[src/swap_slot_allocator_pte_rewrite_defines.svh]
// Assertion macros shared by the swap slot allocator RTL.
`ifndef SWAP_SLOT_ALLOCATOR_PTE_REWRITE_DEFINES_SVH
`define SWAP_SLOT_ALLOCATOR_PTE_REWRITE_DEFINES_SVH

`ifndef SYNTHESIS

// Clocked check, switched off while reset is high.
`define SSA_ASSERT(lbl, clk, rst, prop) \
  lbl: assert property (@(posedge clk) disable iff (rst) prop) \
    else $error("ssa assertion failed");

// Clocked check that also holds through reset.
`define SSA_ASSERT_ALWAYS(lbl, clk, prop) \
  lbl: assert property (@(posedge clk) prop) \
    else $error("ssa assertion failed");

`else

`define SSA_ASSERT(lbl, clk, rst, prop)
`define SSA_ASSERT_ALWAYS(lbl, clk, prop)

`endif

`endif

[src/ssa_pkg.sv]
// Package: constants, codes and shared types of the swap slot allocator.
package ssa_pkg;

  localparam int SLOT_COUNT      = 128;
  // must stay a power of two: block <-> slot mapping is a shift
  localparam int BLOCKS_PER_SLOT = 8;
  localparam int SLOT_W          = (SLOT_COUNT > 1) ? $clog2(SLOT_COUNT) : 1;
  localparam int BPS_SHIFT       = $clog2(BLOCKS_PER_SLOT);

  localparam int ENTRY_W = 32;
  localparam int FLAG_W  = 12;
  localparam int BLOCK_W = ENTRY_W - FLAG_W;
  localparam int POS_W   = 4;

  localparam logic [POS_W-1:0]   FLAG_TOP     = POS_W'(FLAG_W - 1);
  localparam logic [FLAG_W-1:0]  PRESENT_MASK = FLAG_W'(1);
  // blocks covered by the whole swap area, measured from the base
  localparam logic [BLOCK_W:0]   SLOT_SPAN    = (BLOCK_W + 1)'(SLOT_COUNT * BLOCKS_PER_SLOT);

  localparam logic [BLOCK_W-1:0] BASE_RESET = BLOCK_W'(2);
  localparam logic [POS_W-1:0]   POS_RESET  = POS_W'(9);

  localparam int CFG_IDX_W  = 1;
  localparam int CFG_DATA_W = BLOCK_W;

  typedef enum logic {
    OP_SWAP_OUT = 1'b0,
    OP_SWAP_IN  = 1'b1
  } op_t;

  typedef enum logic [1:0] {
    ST_OK          = 2'd0,
    ST_NO_SLOT     = 2'd1,
    ST_NOT_SWAPPED = 2'd2,
    ST_RANGE       = 2'd3
  } status_t;

  typedef enum logic [CFG_IDX_W-1:0] {
    CFG_SWAP_BASE = 1'b0,
    CFG_SWAP_BIT  = 1'b1
  } cfg_reg_t;

  // bitmap write request
  typedef struct packed {
    logic              set_en;
    logic              clr_en;
    logic [SLOT_W-1:0] idx;
  } slot_upd_t;

  // first-fit search result
  typedef struct packed {
    logic              found;
    logic [SLOT_W-1:0] first;
  } slot_info_t;

endpackage

[src/ssa_bitmap.sv]
// Free-slot bitmap with first-fit encoder and single-slot update.
`include "swap_slot_allocator_pte_rewrite_defines.svh"

module ssa_bitmap (
  input  logic                clk,
  input  logic                rst,
  input  ssa_pkg::slot_upd_t  upd,
  output ssa_pkg::slot_info_t info
);

  logic [ssa_pkg::SLOT_COUNT-1:0] slot_free;
  logic [ssa_pkg::SLOT_COUNT-1:0] slot_free_next;
  logic [ssa_pkg::SLOT_COUNT-1:0] lowest;

  always_ff @(posedge clk) begin
    if (rst) begin
      slot_free <= '1;
    end else begin
      slot_free <= slot_free_next;
    end
  end

  always_comb begin
    slot_free_next = slot_free;
    if (upd.set_en) begin
      slot_free_next[upd.idx] = 1'b1;
    end
    if (upd.clr_en) begin
      slot_free_next[upd.idx] = 1'b0;
    end
  end

  // isolate lowest free bit, then one-hot to binary
  assign lowest = slot_free & (~slot_free + {{(ssa_pkg::SLOT_COUNT-1){1'b0}}, 1'b1});

  always_comb begin
    logic acc;
    info.found = |slot_free;
    info.first = '0;
    for (int b = 0; b < ssa_pkg::SLOT_W; b++) begin
      acc = 1'b0;
      for (int j = 0; j < ssa_pkg::SLOT_COUNT; j++) begin
        if (j[b]) begin
          acc = acc | lowest[j];
        end
      end
      info.first[b] = acc;
    end
  end

  `SSA_ASSERT(a_clr_first_free, clk, rst, upd.clr_en |-> info.found && upd.idx == info.first)
  `SSA_ASSERT(a_clr_takes_one, clk, rst, upd.clr_en |=> $countones(slot_free) == $past($countones(slot_free)) - 1)
  `SSA_ASSERT(a_set_frees, clk, rst, upd.set_en |=> slot_free[$past(upd.idx)])

endmodule

[src/ssa_rewrite.sv]
// Result logic: PTE rewrite, disk block, status and bitmap request.
module ssa_rewrite (
  input  logic                                go,
  input  logic                                op,
  input  logic [ssa_pkg::ENTRY_W-1:0]         entry_in,
  input  logic [ssa_pkg::BLOCK_W-1:0]         new_frame,
  input  logic [ssa_pkg::BLOCK_W-1:0]         swap_base,
  input  logic [ssa_pkg::POS_W-1:0]           swap_pos,
  input  ssa_pkg::slot_info_t                 info,
  output logic [ssa_pkg::ENTRY_W-1:0]         entry_out,
  output logic [ssa_pkg::BLOCK_W-1:0]         disk_block,
  output ssa_pkg::status_t                    status,
  output ssa_pkg::slot_upd_t                  upd
);

  logic [ssa_pkg::POS_W-1:0]   pos_sat;
  logic [ssa_pkg::FLAG_W-1:0]  so_mask;
  logic [ssa_pkg::FLAG_W-1:0]  flags;
  logic [ssa_pkg::BLOCK_W:0]   out_block;
  logic [ssa_pkg::BLOCK_W-1:0] in_block;
  logic [ssa_pkg::BLOCK_W-1:0] offset;
  logic [ssa_pkg::SLOT_W-1:0]  in_idx;

  assign pos_sat   = (swap_pos > ssa_pkg::FLAG_TOP) ? ssa_pkg::FLAG_TOP : swap_pos;
  assign so_mask   = ssa_pkg::PRESENT_MASK << pos_sat;
  assign flags     = entry_in[ssa_pkg::FLAG_W-1:0];
  // one spare bit catches a block number past 20 bits
  assign out_block = {1'b0, swap_base}
                   + ((ssa_pkg::BLOCK_W + 1)'(info.first) << ssa_pkg::BPS_SHIFT);
  assign in_block  = entry_in[ssa_pkg::ENTRY_W-1:ssa_pkg::FLAG_W];
  assign offset    = in_block - swap_base;
  assign in_idx    = ssa_pkg::SLOT_W'(offset >> ssa_pkg::BPS_SHIFT);

  always_comb begin
    entry_out  = entry_in;
    disk_block = '0;
    status     = ssa_pkg::ST_OK;
    upd        = '0;
    case (ssa_pkg::op_t'(op))
      ssa_pkg::OP_SWAP_OUT: begin
        if (!info.found) begin
          status = ssa_pkg::ST_NO_SLOT;
        end else if (out_block[ssa_pkg::BLOCK_W]) begin
          status = ssa_pkg::ST_RANGE;
        end else begin
          entry_out  = {out_block[ssa_pkg::BLOCK_W-1:0],
                        (flags & ~ssa_pkg::PRESENT_MASK) | so_mask};
          disk_block = out_block[ssa_pkg::BLOCK_W-1:0];
          upd.clr_en = go;
          upd.idx    = info.first;
        end
      end
      ssa_pkg::OP_SWAP_IN: begin
        if ((flags & so_mask) == '0) begin
          status = ssa_pkg::ST_NOT_SWAPPED;
        end else if (in_block < swap_base) begin
          status = ssa_pkg::ST_RANGE;
        end else if ({1'b0, offset} >= ssa_pkg::SLOT_SPAN) begin
          status = ssa_pkg::ST_RANGE;
        end else begin
          entry_out  = {new_frame, (flags & ~so_mask) | ssa_pkg::PRESENT_MASK};
          disk_block = in_block;
          upd.set_en = go;
          upd.idx    = in_idx;
        end
      end
      default: begin
        status = ssa_pkg::ST_OK;
      end
    endcase
  end

endmodule

[src/swap_slot_allocator_pte_rewrite.sv]
// Swap slot allocator with PTE rewrite: one request beat in, one result beat out.
// A swap-out takes the lowest free slot of a 128-entry bitmap (all free after
// reset), marks it used and returns the PTE with the slot's disk block in bits
// 31..12, present cleared and the swapped-out flag set; a swap-in checks that
// flag, frees the slot named by bits 31..12 and returns the new frame with the
// flags turned back. Errors (no free slot, entry not swapped out, block out of
// range) give the entry unchanged, disk block zero and leave the bitmap alone.
// A request beat lands in an input register; as it moves into the result
// register the bitmap is searched, the result formed and the bitmap updated in
// one pass. One beat per cycle is sustained while the result channel does not
// stall. The user must write configuration (swap base block, swapped-out flag
// position) only while no request is in flight; the block does not enforce
// this, and the port always takes a write.
`include "swap_slot_allocator_pte_rewrite_defines.svh"

module swap_slot_allocator_pte_rewrite (
  input  logic                              clk,
  input  logic                              rst,
  // request channel
  input  logic                              in_valid,
  output logic                              in_ready,
  input  logic                              op,
  input  logic [ssa_pkg::ENTRY_W-1:0]       entry_in,
  input  logic [ssa_pkg::BLOCK_W-1:0]       new_frame,
  // result channel
  output logic                              out_valid,
  input  logic                              out_ready,
  output logic [ssa_pkg::ENTRY_W-1:0]       entry_out,
  output logic [ssa_pkg::BLOCK_W-1:0]       disk_block,
  output logic [1:0]                        status,
  // configuration write channel
  input  logic                              cfg_valid,
  output logic                              cfg_ready,
  input  logic [ssa_pkg::CFG_IDX_W-1:0]     cfg_index,
  input  logic [ssa_pkg::CFG_DATA_W-1:0]    cfg_data
);

  // configuration registers
  logic [ssa_pkg::BLOCK_W-1:0] swap_base;
  logic [ssa_pkg::POS_W-1:0]   swap_pos;

  // input register
  logic                        s1_valid;
  logic                        s1_op;
  logic [ssa_pkg::ENTRY_W-1:0] s1_entry;
  logic [ssa_pkg::BLOCK_W-1:0] s1_frame;

  logic                        advance;
  ssa_pkg::slot_info_t         info;
  ssa_pkg::slot_upd_t          upd;
  logic [ssa_pkg::ENTRY_W-1:0] res_entry;
  logic [ssa_pkg::BLOCK_W-1:0] res_block;
  ssa_pkg::status_t            res_status;

  assign cfg_ready = 1'b1;

  always_ff @(posedge clk) begin
    if (rst) begin
      swap_base <= ssa_pkg::BASE_RESET;
      swap_pos  <= ssa_pkg::POS_RESET;
    end else if (cfg_valid) begin
      case (ssa_pkg::cfg_reg_t'(cfg_index))
        ssa_pkg::CFG_SWAP_BASE: swap_base <= cfg_data;
        ssa_pkg::CFG_SWAP_BIT:  swap_pos  <= cfg_data[ssa_pkg::POS_W-1:0];
        default: begin
          swap_base <= swap_base;
        end
      endcase
    end
  end

  // stage 1 moves on when the result register is empty or being drained
  assign advance  = s1_valid && (!out_valid || out_ready);
  assign in_ready = !s1_valid || advance;

  always_ff @(posedge clk) begin
    if (rst) begin
      s1_valid <= 1'b0;
    end else if (in_ready) begin
      s1_valid <= in_valid;
    end
  end

  always_ff @(posedge clk) begin
    if (in_valid && in_ready) begin
      s1_op    <= op;
      s1_entry <= entry_in;
      s1_frame <= new_frame;
    end
  end

  ssa_bitmap u_bitmap (
    .clk  (clk),
    .rst  (rst),
    .upd  (upd),
    .info (info)
  );

  // bitmap write is gated by advance so a stalled beat changes nothing
  ssa_rewrite u_rewrite (
    .go         (advance),
    .op         (s1_op),
    .entry_in   (s1_entry),
    .new_frame  (s1_frame),
    .swap_base  (swap_base),
    .swap_pos   (swap_pos),
    .info       (info),
    .entry_out  (res_entry),
    .disk_block (res_block),
    .status     (res_status),
    .upd        (upd)
  );

  // result register
  always_ff @(posedge clk) begin
    if (rst) begin
      out_valid <= 1'b0;
    end else if (advance) begin
      out_valid <= 1'b1;
    end else if (out_ready) begin
      out_valid <= 1'b0;
    end
  end

  always_ff @(posedge clk) begin
    if (advance) begin
      entry_out  <= res_entry;
      disk_block <= res_block;
      status     <= res_status;
    end
  end

  `SSA_ASSERT(a_advance_fills_out, clk, rst, advance |=> out_valid)
  `SSA_ASSERT(a_stall_holds_s1, clk, rst, s1_valid && !advance |=> s1_valid && $stable(s1_entry))
  `SSA_ASSERT(a_no_overwrite, clk, rst, out_valid && !out_ready |-> !advance)

endmodule
[config.mk]
export PLATFORM = sky130hd
export DESIGN_NAME = swap_slot_allocator_pte_rewrite
export DESIGN_NICKNAME = d
export VERILOG_FILES = /design/src/ssa_pkg.sv /design/src/ssa_bitmap.sv /design/src/ssa_rewrite.sv /design/src/swap_slot_allocator_pte_rewrite.sv
export VERILOG_INCLUDE_DIRS = /design/src /design/src/src
export SDC_FILE = /design/constraint.sdc
export NUM_CORES = 1
export LEC_CHECK = 0
export BUFFER_PORTS_ARGS = -buffer_cell sky130_fd_sc_hd__buf_2
export CAP_MARGIN = 25
export CORE_MARGIN = 8
export CORE_UTILIZATION = 55
export CTS_BUF_LIST = sky130_fd_sc_hd__clkbuf_16
export DETAILED_ROUTE_END_ITERATION = 6
export GPL_TIMING_DRIVEN = 0
export MAX_ROUTING_LAYER = met4
export PLACE_DENSITY = 0.89
export REMOVE_ABC_BUFFERS = 1
export SYNTH_ARGS = -nofsm -noshare
export SYNTH_HDL_FRONTEND = slang
export SYNTH_SLANG_ARGS = --single-unit
[constraint.sdc]
create_clock -name clk -period 4.9 [get_ports clk]
set_input_delay 1.47 -clock clk [delete_from_list [all_inputs] [get_ports clk]]
set_output_delay 1.47 -clock clk [all_outputs]
set_load 0.005 [all_outputs]
==> results.toml <==
[synth]
yosysWarnings = 0
synth.area.top_cells = "edfxtp_1, dfxtp_1, a211oi_1"
synth-seq-cells = 261
synth_ff_type = "dfxtp_1"
synthCells = 1740
ys_async_sr_fraction_pct = 0
synth-seq-area-share_pct = 41.0
synth_edf_count = 107
syn_area_per_cell_um2 = 8.83
yosysTopAreaCell = "edfxtp_1"
netlist_area_mm2 = 0.0154
synth.distinct_cells = 104
synth_top_area_share_pct = 20.9

[route]
drt-pass1-iter-count = 6
routed_wl_mm = 66.7
vias = 17100
postRouteAntennaNets = 0
drt-wirelength-per-cell_um = 27.9
vias_per_cell = 7.14
drt_iter0_drc = 2416
drc = 0

[power]
p_per_area_mw_per_mm2 = 235
power.leakage_nw = 7.57
design_power_total_mw = 4.89
ir_drop_mv = 0.243

[clock_network]
clock_latency_ns = 0.58
clockBufferDepth = 3
clkTransAtPathRegs_ns = 0.06
cts_tree = "yes"
clock-sinks = 261
clock-root-buffer = "clkbuf_16"
cts_buffers = 28
cts_hold_buf = 0
htree_num_levels = 1

[floorplanning]
fp.dieH_um = 183
coreArea_mm2 = 0.0276
std_cell_rows = 61
initial_core_util_pct = 55.6
dieArea_mm2 = 0.0335
ioPinCount = 136
die_w_um = 183

[cells_and_area]
drive_above_1_share_pct = 33.3
diodes = 0
final_cell_mix = "a21oi_1, nand2_1, buf_2"
layout_commonest_cell = "a21oi_1"
areaGrowthSynthToFinish_pct = 35.1
finish.utilization_pct = 75.1
fin_cells = 2393
layout.nets = 2103

[placed_design]
portBuffers = 134
placedCellCount = 2173
place_congestion = 1.04
dpl.hpwl_mm = 42.9

[setup_path]
reg2regPathDepth = 24
r2r_slack_ns = -0.52
worstSetupEndpointType = "flop"
start_kind = "flop"
worstSetupPathType = "flop to flop"
path_common_cell = "a21oi_2"
critical_path.top_delay_family = "compound AO/OA/AOI/OAI gates"
cp.arrival_ns = 5.88
crit_chain = "or4_4 -> buf_4 -> nor3b_1 -> a21oi_1 -> o21a_1 -> o221ai_1 -> a211o_1 -> or3_4 -> ha_4 -> a21o_1 -> a21oi_2 -> o21bai_1 -> a21oi_2 -> o21ai_2 -> nand2_4 -> o21a_4 -> buf_16 -> a32oi_4 -> buf_6 -> nand3b_4 -> nor2_4 -> buf_12 -> a211oi_1 -> a21oi_2"
slowest_stage = "or4_4"
worstPathMaxFanout = 10
required_ns = 5.36
crit_buf_inv = 4
r2r_start = "u_bitmap.slot_free[61]$_SDFF_PP1_"
r2r_end = "u_bitmap.slot_free[68]$_SDFF_PP1_"
max_stage_delay_ns = 0.54

[timing]
slew_viol_final = 0
fin_skew_ns = 0.0164
setup_viol = 149
tightestPinTransition_ns = 1.09
fmax_mhz = 185
rsz0062_at_grt = "yes"
timing.final.crit_share_pct = 111
setup_ws_ns = -0.519
fin_crit_ns = 5.42
slew_headroom_pct = 27.3
hold_viol = 0

[run_status]
status = "finished with violations"
failed_checks = "negative setup slack"

[min_path]
hold_class = "flop to flop"
hold_end = "swap_base[14]$_SDFFE_PP0P_"
holdPathStages = 2
min_from = "swap_base[14]$_SDFFE_PP0P_"

[global_route]
grt_usage_pct = 37.3
grt_max_degree = 87
antenna_found_initial = 0
first_global_vias = 15700
grt_pass1_wl_mm = 94.6
overflow = 0

[flow_run]
cap_violations = 0
-- tightest hold or removal path, delay by kind of cell, from the launching register on --
kind	cells	cell delay, ns
DFF	1	0.31
AOI/OAI and AO/OA	1	0.06
and+or+nand+nor	1	0.06
-- Yosys cell counts, types with 18 or more instances --
cell / number
a211oi_1: 136
a21o_1: 18
a21oi_1: 192
buf_2: 34
clkbuf_1: 41
dfxtp_1: 154
edfxtp_1: 107
ha_1: 28
inv_1: 61
nand2_1: 150
nand2b_1: 21
nand3_1: 71
nand4_1: 48
nor2_1: 119
nor2b_1: 19
nor3_1: 65
nor4_1: 43
o211ai_1: 24
o21ai_0: 52
-- cells by family after synthesis --
family / count (synthesis) / share of synthesized area, %
flops: 261 / 41.0
compound gates: 573 / 25.2
simple gates: 685 / 24.7
fa+ha+maj: 30 / 2.54
mux: 6 / 0.399
buf+inv: 161 / 4.83
xor+xnor: 23 / 1.31
other cells: 1 / 0.0244
-- flip-flops by register name, indices dropped and copies added, names as in the netlist --
register / flops
s1_entry: 32
swap_pos: 4
s1_op: 1
u_bitmap.slot_free: 128
s1_valid: 1
out_valid: 1
entry_out: 32
disk_block: 20
status: 2
s1_frame: 20
swap_base: 20
-- power breakdown --
| group | switching [mW] | internal (mW) |
|---|---|---|
| combinational | 0.276 | 0.172 |
| clock | 0.914 | 1.16 |
| sequential | 0.0451 | 2.32 |
-- through the flow --
stage          hold WS [ns]  area, um2  setup WS [ns]  setup TNS [ns]
6_report              0.470      20800         -0.519          -56.52
5_1_grt               0.495      20800         -0.645          -77.94
4_1_cts               0.456      19400         -0.386          -46.29
3_5_place_dp          0.448      16400          -3.06         -440.72
3_3_place_gp          0.444      16000          -4.91         -737.78
2_1_floorplan         0.430      14800          -1.14         -135.08
-- cell type report --
class,instances,area [um2]
well taps,378,473
inverters,61,229
flip-flops and latches,261,6350
multi-input cells,1318,9880
clock inverters,21,143
fillers,1867,6880
repair buffers,324,2930
clock buffers,30,751
-- worst max path at each step --
stage,depth (start not counted),startpoint,to,slack (ns)
2_1_floorplan,20,u_bitmap.slot_free[2]$_SDFF_PP1_,u_bitmap.slot_free[118]$_SDFF_PP1_,-1.14
5_1_grt,23,u_bitmap.slot_free[48]$_SDFF_PP1_,u_bitmap.slot_free[124]$_SDFF_PP1_,-0.65
3_5_place_dp,20,u_bitmap.slot_free[54]$_SDFF_PP1_,u_bitmap.slot_free[89]$_SDFF_PP1_,-3.06
3_3_place_gp,20,u_bitmap.slot_free[12]$_SDFF_PP1_,u_bitmap.slot_free[118]$_SDFF_PP1_,-4.91
4_1_cts,25,u_bitmap.slot_free[65]$_SDFF_PP1_,u_bitmap.slot_free[126]$_SDFF_PP1_,-0.39
6_report,24,u_bitmap.slot_free[61]$_SDFF_PP1_,u_bitmap.slot_free[68]$_SDFF_PP1_,-0.52
-- repair_timing --
action	CTS	global route
pin swaps	72	63
gates resized for setup	172	198
endpoints found under the setup margin	182	179
gates cloned	4	2
buffers inserted	110	58
-- metal layers --
metal  vias to the layer above  GRT usage, %  wire (um)
met1                      8117          44.2      23900
met4                         0          20.3       4910
li1                       7236             -          -
met2                      1362          59.6      30400
met3                       370          6.83       7490
met5                         -             -          0
Power figures use the tool's default switching activity.
